==> src/hdl/bira_pkg.sv <==
// Shared types and constants of the beat interval rate averager.
`timescale 1ns / 1ps
`default_nettype none

package bira_pkg;

   // Shared divider operand widths
   localparam int DIV_W     = 16;
   localparam int DIVISOR_W = 32;

   // Numerator of the rate: milliseconds per minute
   localparam logic [DIV_W-1:0] RATE_NUMERATOR = 16'd60000;

   // Register indexes and reset values
   localparam logic [7:0] CSR_RATE_FLOOR   = 8'd0;
   localparam logic [7:0] CSR_RATE_CEILING = 8'd1;
   localparam logic [7:0] RATE_FLOOR_RESET   = 8'd20;
   localparam logic [7:0] RATE_CEILING_RESET = 8'd250;

   typedef enum logic [2:0] {
      ST_IDLE,
      ST_MUL_LO,
      ST_MUL_HI,
      ST_DIV_RATE,
      ST_RING_WR,
      ST_AVG_START,
      ST_DIV_AVG,
      ST_FINISH
   } seq_state_type;

   typedef struct packed {
      logic                 start;
      logic [DIV_W-1:0]     dividend;
      logic [DIVISOR_W-1:0] divisor;
   } div_cmd_type;

   typedef struct packed {
      logic             busy;
      logic             done;
      logic [DIV_W-1:0] quotient;
   } div_sts_type;

endpackage

`default_nettype wire

==> src/hdl/beat_interval_rate_averager.sv <==
// Top level: beat interval to rate, range check and ring average.
//
//  channel | dir | handshake            | payload
//  req     | in  | req_tvalid/tready    | tdata[31:0] beat_time
//  rsp     | out | rsp_tvalid/tready    | tdata[7:0] average_rate, [15:8] instant_rate;
//          |     |                      | tuser[0] rate_accepted
//  csr     | in  | csr_valid/csr_ready  | csr_index (0 floor, 1 ceiling), csr_data
//
//  Each beat runs the shared 16-step divider once for the rate and, when its
//  rate is stored, once more for the ring mean; a rejected rate skips the ring.
//  Reset is synchronous and clears the ring, its slot, the held average and
//  the previous beat time, and loads the default bounds.
//  req_tready is high only while the sequencer idles; a finished word waits in
//  the output register for rsp_tready and the next beat can be taken meanwhile.
//  csr writes are taken whenever reset is low.
`timescale 1ns / 1ps
`default_nettype none

module beat_interval_rate_averager
   import bira_pkg::*;
#(
   parameter int RING_DEPTH = 4
)
(
   input  wire logic        clock,
   input  wire logic        reset,
   // beat_time[31:0]
   input  wire logic [31:0] req_tdata,
   input  wire logic        req_tvalid,
   output      logic        req_tready,
   // average_rate[7:0], instant_rate[15:8]
   output      logic [15:0] rsp_tdata,
   // rate_accepted[0]
   output      logic [0:0]  rsp_tuser,
   output      logic        rsp_tvalid,
   input  wire logic        rsp_tready,
   input  wire logic [7:0]  csr_index,
   input  wire logic [7:0]  csr_data,
   input  wire logic        csr_valid,
   output      logic        csr_ready
);

   seq_state_type state_ff, state_in;

   logic [7:0]           floor_ff;
   logic [7:0]           ceiling_ff;
   logic [31:0]          prev_ff;
   logic [31:0]          interval_ff;
   logic                 lo_ok_ff;
   logic                 hi_ok_ff;
   logic [DIV_W-1:0]     rate_ff;
   logic [7:0]           avg_ff;
   logic                 rsp_valid_ff;
   logic [15:0]          rsp_data_ff;
   logic                 rsp_user_ff;
   logic [39:0]          prod;
   logic [7:0]           mul_bound;
   logic [7:0]           shown;
   logic [DIV_W-1:0]     ring_sum;
   logic                 ring_wr;
   logic                 rsp_load;
   div_cmd_type          div_cmd;
   div_sts_type          div_sts;

   bira_divider u_divider (
      .clock (clock),
      .reset (reset),
      .cmd   (div_cmd),
      .sts   (div_sts)
   );

   bira_ring #(
      .RING_DEPTH (RING_DEPTH)
   ) u_ring (
      .clock   (clock),
      .reset   (reset),
      .wr_en   (ring_wr),
      .wr_rate (rate_ff[7:0]),
      .sum     (ring_sum)
   );

   // One multiplier serves both bound tests, floor first
   assign mul_bound = (state_ff == ST_MUL_LO) ? floor_ff : ceiling_ff;
   assign prod      = 40'(mul_bound) * 40'(interval_ff);

   // Saturate the displayed rate; a zero interval divides to all ones
   assign shown = (rate_ff > DIV_W'(255)) ? 8'hFF : rate_ff[7:0];

   always_ff @(posedge clock) begin
      if (reset) begin
         state_ff <= ST_IDLE;
      end else begin
         state_ff <= state_in;
      end
   end

   always_comb begin
      state_in         = state_ff;
      req_tready       = 1'b0;
      ring_wr          = 1'b0;
      rsp_load         = 1'b0;
      div_cmd.start    = 1'b0;
      div_cmd.dividend = RATE_NUMERATOR;
      div_cmd.divisor  = interval_ff;
      unique case (state_ff)
         ST_IDLE: begin
            // Take no beat while reset is held
            req_tready = !reset;
            if (req_tvalid) begin
               state_in = ST_MUL_LO;
            end
         end
         ST_MUL_LO: begin
            state_in = ST_MUL_HI;
         end
         ST_MUL_HI: begin
            div_cmd.start = 1'b1;
            state_in      = ST_DIV_RATE;
         end
         ST_DIV_RATE: begin
            if (div_sts.done) begin
               state_in = (lo_ok_ff && hi_ok_ff) ? ST_RING_WR : ST_FINISH;
            end
         end
         ST_RING_WR: begin
            ring_wr  = 1'b1;
            state_in = ST_AVG_START;
         end
         ST_AVG_START: begin
            div_cmd.start    = 1'b1;
            div_cmd.dividend = ring_sum;
            div_cmd.divisor  = DIVISOR_W'(RING_DEPTH);
            state_in         = ST_DIV_AVG;
         end
         ST_DIV_AVG: begin
            if (div_sts.done) begin
               state_in = ST_FINISH;
            end
         end
         ST_FINISH: begin
            // Hold until the output register is free
            if (!rsp_valid_ff || rsp_tready) begin
               rsp_load = 1'b1;
               state_in = ST_IDLE;
            end
         end
         default: begin
            state_in = ST_IDLE;
         end
      endcase
   end

   // Configuration registers; unknown indexes are dropped
   always_ff @(posedge clock) begin
      if (reset) begin
         floor_ff   <= RATE_FLOOR_RESET;
         ceiling_ff <= RATE_CEILING_RESET;
      end else if (csr_valid) begin
         if (csr_index == CSR_RATE_FLOOR) begin
            floor_ff <= csr_data;
         end else if (csr_index == CSR_RATE_CEILING) begin
            ceiling_ff <= csr_data;
         end
      end
   end

   // Beat time and held average are state that reset clears
   always_ff @(posedge clock) begin
      if (reset) begin
         prev_ff <= '0;
         avg_ff  <= '0;
      end else begin
         if (req_tvalid && req_tready) begin
            prev_ff <= req_tdata;
         end
         if (state_ff == ST_DIV_AVG && div_sts.done) begin
            avg_ff <= div_sts.quotient[7:0];
         end
      end
   end

   // Working registers of one beat
   always_ff @(posedge clock) begin
      if (req_tvalid && req_tready) begin
         interval_ff <= req_tdata - prev_ff;
      end
      if (state_ff == ST_MUL_LO) begin
         lo_ok_ff <= (prod < 40'(RATE_NUMERATOR));
      end
      if (state_ff == ST_MUL_HI) begin
         hi_ok_ff <= (prod > 40'(RATE_NUMERATOR));
      end
      if (state_ff == ST_DIV_RATE && div_sts.done) begin
         rate_ff <= div_sts.quotient;
      end
   end

   // Output register
   always_ff @(posedge clock) begin
      if (reset) begin
         rsp_valid_ff <= 1'b0;
      end else if (rsp_load) begin
         rsp_valid_ff <= 1'b1;
      end else if (rsp_tready) begin
         rsp_valid_ff <= 1'b0;
      end
   end

   always_ff @(posedge clock) begin
      if (rsp_load) begin
         rsp_data_ff <= {shown, avg_ff};
         rsp_user_ff <= lo_ok_ff && hi_ok_ff;
      end
   end

   assign rsp_tvalid = rsp_valid_ff;
   assign rsp_tdata  = rsp_data_ff;
   assign rsp_tuser  = rsp_user_ff;
   assign csr_ready  = !reset;

`ifndef NO_ASSERTIONS
   // A stored rate lies within the bounds in force
   a_accepted_in_range: assert property (@(posedge clock) disable iff (reset)
      rsp_tvalid && rsp_tuser[0] |->
         rsp_tdata[15:8] >= floor_ff && rsp_tdata[15:8] < ceiling_ff)
      else $error("accepted rate outside bounds");

   // The divider reports only while the sequencer waits on it
   a_done_when_waiting: assert property (@(posedge clock) disable iff (reset)
      div_sts.done |-> state_ff == ST_DIV_RATE || state_ff == ST_DIV_AVG)
      else $error("divider done outside a wait state");

   // The divider is never restarted mid-division
   a_start_when_free: assert property (@(posedge clock) disable iff (reset)
      div_cmd.start |-> !div_sts.busy)
      else $error("divider started while busy");

   // An accepted beat starts the bound tests next cycle
   a_accept_starts: assert property (@(posedge clock) disable iff (reset)
      req_tvalid && req_tready |=> state_ff == ST_MUL_LO)
      else $error("accepted beat did not start");
`endif

endmodule

`default_nettype wire

==> src/hdl/bira_divider.sv <==
// Shared restoring divider, one quotient bit per cycle.
`timescale 1ns / 1ps
`default_nettype none

module bira_divider
   import bira_pkg::*;
(
   input  wire logic        clock,
   input  wire logic        reset,
   input  wire div_cmd_type cmd,
   output div_sts_type      sts
);

   localparam int CNT_W = $clog2(DIV_W);

   logic                 busy_ff;
   logic                 done_ff;
   logic [CNT_W-1:0]     cnt_ff;
   logic [DIV_W-1:0]     rem_ff;
   logic [DIV_W-1:0]     rem_in;
   logic [DIV_W-1:0]     quo_ff;
   logic [DIVISOR_W-1:0] div_ff;
   logic [DIV_W:0]       trial;
   logic                 q_bit;

   // Bring down the next dividend bit and try the subtraction
   always_comb begin
      trial = {rem_ff, quo_ff[DIV_W-1]};
      q_bit = (DIVISOR_W'(trial) >= div_ff);
      if (q_bit) begin
         rem_in = DIV_W'(DIVISOR_W'(trial) - div_ff);
      end else begin
         rem_in = trial[DIV_W-1:0];
      end
   end

   always_ff @(posedge clock) begin
      if (reset) begin
         busy_ff <= 1'b0;
         done_ff <= 1'b0;
         cnt_ff  <= '0;
      end else begin
         done_ff <= 1'b0;
         if (cmd.start) begin
            busy_ff <= 1'b1;
            cnt_ff  <= '0;
            rem_ff  <= '0;
            quo_ff  <= cmd.dividend;
            div_ff  <= cmd.divisor;
         end else if (busy_ff) begin
            rem_ff <= rem_in;
            quo_ff <= {quo_ff[DIV_W-2:0], q_bit};
            cnt_ff <= cnt_ff + 1'b1;
            if (cnt_ff == CNT_W'(DIV_W - 1)) begin
               busy_ff <= 1'b0;
               done_ff <= 1'b1;
            end
         end
      end
   end

   assign sts.busy     = busy_ff;
   assign sts.done     = done_ff;
   assign sts.quotient = quo_ff;

endmodule

`default_nettype wire

==> src/hdl/bira_ring.sv <==
// Ring of accepted rates with a running sum of its entries.
`timescale 1ns / 1ps
`default_nettype none

module bira_ring
   import bira_pkg::*;
#(
   parameter int RING_DEPTH = 4
)
(
   input  wire logic             clock,
   input  wire logic             reset,
   input  wire logic             wr_en,
   input  wire logic [7:0]       wr_rate,
   output      logic [DIV_W-1:0] sum
);

   localparam int SLOT_W = $clog2(RING_DEPTH);
   localparam int SUM_W  = $clog2(RING_DEPTH * 255 + 1);

   logic [7:0]        ring_ff [RING_DEPTH];
   logic [SLOT_W-1:0] slot_ff;
   logic [SUM_W-1:0]  sum_ff;

   always_ff @(posedge clock) begin
      if (reset) begin
         for (int i = 0; i < RING_DEPTH; i++) begin
            ring_ff[i] <= '0;
         end
         slot_ff <= '0;
         sum_ff  <= '0;
      end else if (wr_en) begin
         // Drop the overwritten entry from the sum, add the new one
         ring_ff[slot_ff] <= wr_rate;
         sum_ff <= sum_ff - SUM_W'(ring_ff[slot_ff]) + SUM_W'(wr_rate);
         if (slot_ff == SLOT_W'(RING_DEPTH - 1)) begin
            slot_ff <= '0;
         end else begin
            slot_ff <= slot_ff + 1'b1;
         end
      end
   end

   assign sum = DIV_W'(sum_ff);

endmodule

`default_nettype wire

==> config.mk <==
export PLATFORM = sky130hd
export DESIGN_NAME = beat_interval_rate_averager
export DESIGN_NICKNAME = d
export VERILOG_FILES = /design/src/hdl/bira_pkg.sv /design/src/hdl/beat_interval_rate_averager.sv /design/src/hdl/bira_divider.sv /design/src/hdl/bira_ring.sv
export SDC_FILE = /design/constraint.sdc
export NUM_CORES = 1
export LEC_CHECK = 0
export BUFFER_PORTS_ARGS = -buffer_cell sky130_fd_sc_hd__buf_4
export CAP_MARGIN = 40
export CORE_MARGIN = 4
export CORE_UTILIZATION = 55
export CTS_CLUSTER_DIAMETER = 60
export DETAILED_ROUTE_END_ITERATION = 8
export PLACE_DENSITY_LB_ADDON = 0.08
export SKIP_LAST_GASP = 1
export SLEW_MARGIN = 30
export SYNTH_ARGS = -nofsm -noshare
export SYNTH_HDL_FRONTEND = slang
export SYNTH_SLANG_ARGS = --single-unit
==> constraint.sdc <==
create_clock -name clock -period 15.6 [get_ports clock]
set_input_delay 1.56 -clock clock [delete_from_list [all_inputs] [get_ports clock]]
set_output_delay 1.56 -clock clock [all_outputs]
set_load 0.02 [all_outputs]
* Word level (Yosys, flattened, before mapping)
Memory sizes are Yosys's and may differ from the RTL's. A register that Yosys moved wholly into a read port is not among the register bits.
Index checks and enable logic that the tools add are counted.
** Operators by class
- $mul :: 1
- Mux-type cells :: 34
- Eq/ne operators :: 14
- Add/subtract/negate cells :: 6
- Reductions and logical operators :: 20
- Magnitude comparators :: 4
- Bitwise logic cells :: 3
** Operators by type and width (number)
- $mux 16 :: 4
- $mux 48 :: 1
- $gt 40x16->1 const B :: 1
- $lt 40x16->1 const B :: 1
- $mul 8x32->40 :: 1
- $ge 17x32->1 :: 1
- $sub 32x32->32 :: 1
- $pmux 3 s8 :: 1
- $mux 1 :: 17
- $gt 16x8->1 const B :: 1
- $mux 8 :: 2
- $sub 16x16->16 :: 1
- $eq 3x3->1 const B :: 4
- $mux 3 :: 4
- $add 10x8->10 :: 1
- $mux 2 :: 5
- $sub 10x8->10 :: 1
- $eq 8x1->1 const B :: 1
- $logic_not 8->1 :: 1
- $reduce_or 8->1 :: 1
- $eq 3x2->1 const B :: 2
- $reduce_and 2->1 :: 3
- $add 4x1->4 const B :: 1
- $eq 4x4->1 const B :: 1
- 15 further kinds :: 25
** Storage, ports and cells
- Logic and storage cells :: 104
- Bits in writable memories :: 32
- Register bits :: 209
- Output and inout bits :: 20
- Memories kept :: 1
** Memories
- u_ring.ring_ff :: words 4, width 8, rd ports 1, clocked after memory_dff 1, write ports 4, RTL line bira_ring.sv:21 : logic [7:0] ring_ff [RING_DEPTH];

* Depth between registers and ports, before layout
Gate-level depths: netlist of the first run.
- Depth in word-level cells :: 7
- Mapped depth :: 27
- Gate-level depth less buffers :: 23

* Modules after synthesis
A second synthesis of the first run with hierarchy kept.
** Second synthesis, totals
- Cells, all modules :: 2181
- Area total of the unflattened synthesis :: 21190.3 sq um
** By module, submodules not included
- beat_interval_rate_averager :: sequential area each 3213.1 sq um, area an instance 14884.3 sq um, cells each 1643, times used 1
- bira_divider :: sequential area each 2042.0 sq um, area an instance 3584.7 sq um, cells each 296, times used 1
- bira_ring :: sequential area each 1241.2 sq um, area an instance 2721.4 sq um, cells each 242, times used 1

* Least setup slack after synthesis of the first run
OpenSTA, ideal clock, no wires.
- Kind :: register to register
- From :: register state_ff[0]
- To :: register hi_ok_ff, data pin
- Data arrival time :: 6.433 ns
- Stages on the path, launching flop included :: 25
- Buffers on the path :: 3
- Data required time :: 15.346 ns
- Slack :: 8.913 ns
- Cells stage by stage :: dfxtp_1 -> clkbuf_1 -> nor3b_1 -> buf_1 -> mux2_2 -> clkbuf_1 -> and2_1 -> fa_1 -> fa_1 -> fa_1 -> inv_1 -> fa_1 -> inv_1 -> ha_1 -> and3_4 -> nand4_4 -> a211oi_4 -> nor3b_2 -> nor3_2 -> o21ai_2 -> mux2i_1 -> or4_1 -> nor4_2 -> nand4_1 -> a21o_1
** Between the ends
- Cells in the longest elaborated chain, start to end :: 4
** RTL lines
- start, declared :: RTL line beat_interval_rate_averager.sv:43 : seq_state_type state_ff, state_in;
- start signal, assigned :: RTL line beat_interval_rate_averager.sv:93 : state_ff <= state_in;
- $eq 3x1->1 :: RTL line beat_interval_rate_averager.sv:83 : assign mul_bound = (state_ff == ST_MUL_LO) ? floor_ff : ceiling_ff;
- $mux 8 :: RTL line beat_interval_rate_averager.sv:83
- $mul 8x32->40 :: RTL line beat_interval_rate_averager.sv:84 : assign prod = 40'(mul_bound) * 40'(interval_ff);
- $gt 40x16->1 :: RTL line beat_interval_rate_averager.sv:191 : hi_ok_ff <= (prod > 40'(RATE_NUMERATOR));
- end signal, assigned :: RTL line beat_interval_rate_averager.sv:191
- end, declared :: RTL line beat_interval_rate_averager.sv:50 : logic hi_ok_ff;
No other way between the ends.
A chain may end at the register's enable or synchronous reset.

* Worst setup path after layout of the first run
Same ends and word-level chain as after synthesis.

==> results of run 1 <==
-- kinds of logic after synthesis --
kind of cell | count (synthesis) | synth area share (%)
AND/OR/NAND/NOR | 713 | 18.3
buffers and inverters | 388 | 7.25
AO/OA/AOI/OAI | 348 | 11.0
adder cells (fa/ha/maj) | 310 | 25.9
flip-flops | 243 | 31.8
XOR/XNOR | 70 | 3.00
multiplexers | 45 | 2.73
-- critical path: stages, from the launching register on --
cell and delay (ns):
dfxtp_1 0.68, nor3b_2 0.51, buf_4 0.25, mux2_2 0.57
and2_1 0.27, fa_1 0.47, fa_1 0.52, fa_1 0.56
inv_1 0.06, fa_1 0.54, inv_1 0.05, ha_1 0.41
a21oi_1 0.26, o21ai_1 0.14, a221oi_1 0.39, nand3_1 0.17
a21oi_1 0.23, o21ai_1 0.14, a221oi_1 0.50, xnor2_1 0.17
nor4_2 0.29, nand4_1 0.27, a21o_1 0.26
-- layout by cell type, fill, tap and decap left out, types with 28 or more instances in the layout --
master | netlist | final
and2_1 | 159 | 159
inv_1 | 305 | 305
edfxtp_1 | 163 | 163
clkbuf_16 | 0 | 28
xnor2_1 | 49 | 49
a21oi_1 | 114 | 114
dfxtp_1 | 80 | 80
o21ai_0 | 51 | 50
ha_1 | 120 | 120
a21o_1 | 33 | 33
nor2b_1 | 103 | 103
mux2i_1 | 31 | 28
buf_4 | 1 | 91
nand3_1 | 32 | 32
nor2_1 | 91 | 89
nand2_1 | 200 | 199
fa_1 | 190 | 190
o31ai_1 | 33 | 33
-- layout make-up --
| type | count | area [sq um] | area share (%) |
|---|---|---|---|
| clock buffers | 31 | 732 | 3.26 |
| clock inverters | 21 | 234 | 1.04 |
| inverters | 306 | 1150 | 5.12 |
| multi-input cells | 1486 | 12500 | 55.7 |
| flip-flops and latches | 243 | 6500 | 28.9 |
| well taps | 468 | 586 | 2.61 |
| repair buffers | 95 | 742 | 3.31 |
-- sequential cells by signal, indices dropped and copies added, names as in the netlist, 2 cells and up, named ones only --
register	flops
u_ring.sum_ff	10
state_ff	3
interval_ff	32
u_ring.slot_ff	2
prev_ff	32
u_divider.rem_ff	16
rsp_tdata	16
u_ring.ring_ff	32
avg_ff	8
u_divider.div_ff	32
u_divider.cnt_ff	4
floor_ff	8
rate_ff	16
u_divider.quo_ff	16
ceiling_ff	8
-- through the flow --
step	setup WS (ns)	area (sq um)
after global placement	7.40	21400
after detailed placement	7.40	21400
after global routing	7.19	22400
final	7.63	22400
after CTS	7.39	22400
after floorplan	8.91	20500
-- layer usage --
layer  share of wire (%)  global-route usage [%]  vias up
li1                    -                       -     7121
met2                  49                    40.3      320
met5                   0                       0        -
met4                 3.5                    7.13        0
met1                  43                    31.0     7254
met3                 4.2                    2.99       94
-- how the worst min path moves through the flow --
stage | to | slack, ns
3_5_place_dp | rsp_tdata[1]$_DFFE_PP_ | 0.42
4_1_cts | rate_ff[9]$_DFFE_PP_ | 0.43
6_report | rsp_tdata[1]$_DFFE_PP_ | 0.43
5_1_grt | rsp_tdata[1]$_DFFE_PP_ | 0.45
3_3_place_gp | rsp_tdata[0]$_DFFE_PP_ | 0.42
2_1_floorplan | rsp_tdata[0]$_DFFE_PP_ | 0.41
==> results.yml, run 1 <==
yosys:
  yosys-top-cells-count: "inv_1 (305), nand2_1 (200), fa_1 (190), edfxtp_1 (163), and2_1 (159)"
  synthesis.area_sq_um: 20500
  seq_area_frac_synth_pct: 31.8
  synth_cells: 2117
  synthArstFlopShare_pct: 0
  synth-main-ff-cell: "edfxtp_1"
  syn_nets: 2480
  yosys_warnings: 0
  ys_seq_elements: 243
  synthTopCellsByArea: "edfxtp_1 (24%), fa_1 (19%), dfxtp_1 (7.8%), ha_1 (7.3%), inv_1 (5.6%)"
  synth_cell_types: 77
  avgSynthCellArea_sq_um: 9.66
  yosys.area.top_type: "edfxtp_1"
  synthDominantCellAreaShare_pct: 23.9
  yosys.cell_count.top_type: "inv_1"
  synth_edf_count: 163
global_routing:
  grt_use_total_pct: 23.3
  grt_max_degree: 52
  grt_pass1_wl_um: 77500
  antenna_found_initial: 0
  grt_pass1_vias: 14993
  overflow: 0
timing:
  setup_tns_ns: 0
  skew_ns: 0.0212
  relSlewSlack_pct: 44.7
  max_freq_mhz: 126
  drv_slew: 0
  finalSetupViolCount: 0
  rsz0062_at_grt: "no"
  hold-worst-slack_ns: 0.433
  report.final.hold_viol_count: 0
  timing.final.crit_share_pct: 51.1
  max_slew.worst_pin.slew_ns: 0.830
  finalCriticalPeriod_ns: 7.97
layout:
  drive_gt1_share_pct: 8.98
  final_nets: 2523
  fill_cells: 3181
  syn_to_final_growth_pct: 9.74
  layout.cells.non_filler: 2650
  antennaDiodeCount: 0
  final_util_pct: 61.3
critical_path:
  r2r_setup_slack_ns: 7.63
  critical_path_class: "reg2reg"
  crit_fanout: 32
  worstPathRequired_ns: 15.92
  reg2regPathDepth: 22
  r2r_start: "state_ff[0]$_SDFFE_PP0P_"
  crit_start: "state_ff[0]$_SDFFE_PP0P_"
  crit_end: "hi_ok_ff$_DFFE_PP_"
  cp-end-kind: "register"
  start_kind: "register"
  crit_arrival_ns: 8.28
  rr_endpoint: "hi_ok_ff$_DFFE_PP_"
drt:
  vias: 14789
  drt_first_pass_iters: 6
  wl_um: 46700
  wl_per_cell_um: 17.6
  avgViaCountPerCell: 5.58
  antenna_left: 0
  drc_errors: 0
  first_iter_violations: 721
clocking:
  cts_tree: "built"
  cts_setup_buffers: 0
  cts_inserted_buffers: 28
  cts.sinks: 243
  clkTransAtPathRegs_ns: 0.06
  cts_buffer_depth: 3
  root_buffer: "clkbuf_16"
  h-tree-depth: 1
  cts_resized: 0
  cts_hold_buf: 0
  clkLatencyLatePin_ns: 0.57
floorplan:
  die_area_sq_um: 40300
  core_area_sq_um: 36600
  dieWidth_um: 201
  num_rows: 70
  chipHeight_um: 201
  pin_count: 73
  start_util_pct: 55.9
place:
  dp_hpwl_um: 36100
  port_buffers: 72
  globalplace.congestion: 0.937
  place_inst: 2594
min_path:
  min_from: "avg_ff[1]$_SDFFE_PP0P_"
  hold_class: "reg2reg"
  whs_path_depth: 0
outcome:
  outcome: "finished clean"
run:
  maxCapViolations: 0
Power of run 1 is left out: the tool's default activity adds up to more than one toggle a clock period on the data nets, which glitch-free logic cannot reach.
==> inputs of run 2 (changes only) <==
--- a/config.mk
+++ b/config.mk
@@ -5,6 +5,7 @@
 export SDC_FILE = /design/constraint.sdc
 export NUM_CORES = 1
 export LEC_CHECK = 0
+export ABC_AREA = 1
 export BUFFER_PORTS_ARGS = -buffer_cell sky130_fd_sc_hd__buf_4
 export CAP_MARGIN = 40
 export CORE_MARGIN = 4
==> constraint.sdc (replaced) <==
create_clock -name clock -period 6.7 [get_ports clock]
set_input_delay 0.67 -clock clock [delete_from_list [all_inputs] [get_ports clock]]
set_output_delay 0.67 -clock clock [all_outputs]
set_load 0.02 [all_outputs]
==> run 2 against run 1 <==
  * Die area increased by 3.8%
  * First-iteration DRC count grew 52%
  * Critical path depth is 10 higher
  * Synthesized cell count rose by 29%
  * Critical endpoint unchanged
  * Routed wire length up 17%
  * Maximum frequency up 27%
  * Setup slack got worse by 7.2 ns
  * Clock skew fell by 0.0064 ns
  * Utilization grew 0.79 points
==> results.yml, run 2 <==
timing:
  rsz0062_at_grt: "no"
  skew_ns: 0.0148
  max_slew.worst_pin.slew_ns: 0.632
  setup_tns_ns: 0
  finalCriticalPeriod_ns: 6.27
  drv_slew: 0
  relSlewSlack_pct: 57.9
  max_freq_mhz: 160
  report.final.hold_viol_count: 0
  finalSetupViolCount: 0
  timing.final.crit_share_pct: 93.5
layout:
  antennaDiodeCount: 0
  final_common_cell: "nand2_1"
  drive_gt1_share_pct: 6.95
  final_cell_mix: "nand2_1 (605), inv_1 (601), nor2_1 (395)"
  final_nets: 3178
  syn_to_final_growth_pct: 10.8
global_routing:
  grt_pass1_vias: 17281
  grt_pass1_wl_um: 88800
  antenna_found_initial: 1
  grt_max_degree: 51
  grt_use_total_pct: 26.3
  overflow: 0
critical_path:
  start_kind: "register"
  cp_top_family: "adder cells"
  critical_path_class: "reg2reg"
  crit_fanout: 26
  cp-end-kind: "register"
  crit_arrival_ns: 6.58
  path_buf_inv: 10
  worstPathRequired_ns: 7.01
  cpPeakStageDelay_ns: 0.56
  slowest_stage: "fa_1"
  crit_top_cell: "inv_1"
yosys:
  synthTopCellsByArea: "edfxtp_1 (23%), fa_1 (18%), nand2_1 (11%), inv_1 (11%), dfxtp_1 (7.5%)"
  synth_cell_types: 56
  synth.area.mux_share_pct: 0
  avgSynthCellArea_sq_um: 7.77
  synth-main-ff-cell: "edfxtp_1"
  synthesis.area_sq_um: 21300
  yosys.area.top_type: "edfxtp_1"
  synthDominantCellAreaShare_pct: 23.0
  synthArstFlopShare_pct: 0
  ys_seq_elements: 243
  synth_top_family_by_area: "adder cells"
  yosys_warnings: 0
  synth-compound-area-share_pct: 8.69
  synth_cells: 2738
  synthSimpleGateAreaFrac_pct: 21.5
  seq_area_frac_synth_pct: 30.6
  synthAdderAreaFrac_pct: 25.0
  synth-xor-area-share_pct: 2.43
  synth_edf_count: 163
  yosys-top-cells-count: "nand2_1 (605), inv_1 (602), nor2_1 (400), fa_1 (190), edfxtp_1 (163)"
  yosys.cell_count.top_type: "nand2_1"
  syn_nets: 3101
drt:
  drc_errors: 0
  wl_um: 54600
  antenna_left: 0
  drt_first_pass_iters: 5
  first_iter_violations: 1097
  vias: 17615
  avgViaCountPerCell: 5.26
  wl_per_cell_um: 16.3
floorplan:
  num_rows: 71
  dieWidth_um: 205
  core_area_sq_um: 37900
  chipHeight_um: 205
  pin_count: 73
  die_area_sq_um: 41900
  start_util_pct: 56.1
clocking:
  cts_hold_buf: 0
  cts_buffer_depth: 3
  cts.sinks: 243
  clkLatencyLatePin_ns: 0.57
  clkTransAtPathRegs_ns: 0.06
  h-tree-depth: 1
  cts_tree: "built"
  root_buffer: "clkbuf_16"
  cts_inserted_buffers: 28
place:
  dp_hpwl_um: 43800
  globalplace.congestion: 0.991
  port_buffers: 72
min_path:
  hold_class: "in2reg"
outcome:
  outcome: "finished clean"
run:
  maxCapViolations: 0
[run 2: worst paths after layout]
| check | from | to | slack, ns | depth (start not counted) |
|---|---|---|---|---|
| worst max-delay path | state_ff[0]$_SDFFE_PP0P_ | hi_ok_ff$_DFFE_PP_ | 0.43 | 32 |
| worst min-delay path | req_tdata[29] | prev_ff[29]$_SDFFE_PP0P_ | 0.31 | 3 |
| worst max register to register | state_ff[0]$_SDFFE_PP0P_ | hi_ok_ff$_DFFE_PP_ | 0.43 | 32 |
| worst min register to register | avg_ff[0]$_SDFFE_PP0P_ | rsp_tdata[0]$_DFFE_PP_ | 0.43 | 0 |
[run 2: worst register-to-register path, delay by kind of cell (launching register included)]
kind                     cells  cell delay [ns]
adder cells (fa/ha/maj)      5             2.53
buffers and inverters       10             0.98
flip-flops                   1             0.36
AND/OR/NAND/NOR             16             1.98
AO/OA/AOI/OAI                1             0.18
[run 2: cells by family after synthesis]
logic type	count (synthesis)
AOI/OAI and AO/OA	316
xor gates and xnor gates	59
adders and majority gates	310
buffers and inverters	664
DFF	243
and+or+nand+nor	1146
[run 2: layout make-up]
type / instances / area (sq um)
fill: 3466 / 14400
multi-input combinational: 1831 / 12300
sequential: 243 / 6500
inverter: 609 / 2290
timing repair buffer: 102 / 852
clock buffer: 34 / 723
tap: 511 / 639
clock inverter: 17 / 245
[run 2: timing repair]
| action | 4_1_cts | 5_1_grt |
|---|---|---|
| endpoints found under the setup margin | 0 | 2 |
| setup buffers | 0 | 1 |
| gates resized for setup | 0 | 14 |
[run 2: metal layers]
metal / GRT usage, % / part of all wire (%) / vias up
li1: - / - / 8608
met1: 35.6 / 43 / 8413
met2: 43.8 / 47 / 482
met3: 4.12 / 5.9 / 110
met4: 8.59 / 3.7 / 2
met5: 0 / 0.020 / -
[run 2: metrics by stage]
step | std cells | setup WS [ns] | instance area [sq um] | hold slack (ns) | utilization (%)
CTS | 3345 | 0.243 | 23500 | 0.284 | 62.0
floorplan | 2738 | 1.10 | 21300 | 0.409 | -
global route | 3347 | 0.0166 | 23600 | 0.294 | 62.1
finish | 3347 | 0.433 | 23600 | 0.312 | 62.1
global placement | 3293 | 0.241 | 22500 | 0.419 | 59.4
detailed placement | 3294 | 0.291 | 22500 | 0.417 | 59.4
Power of run 2 is left out for the same reason.
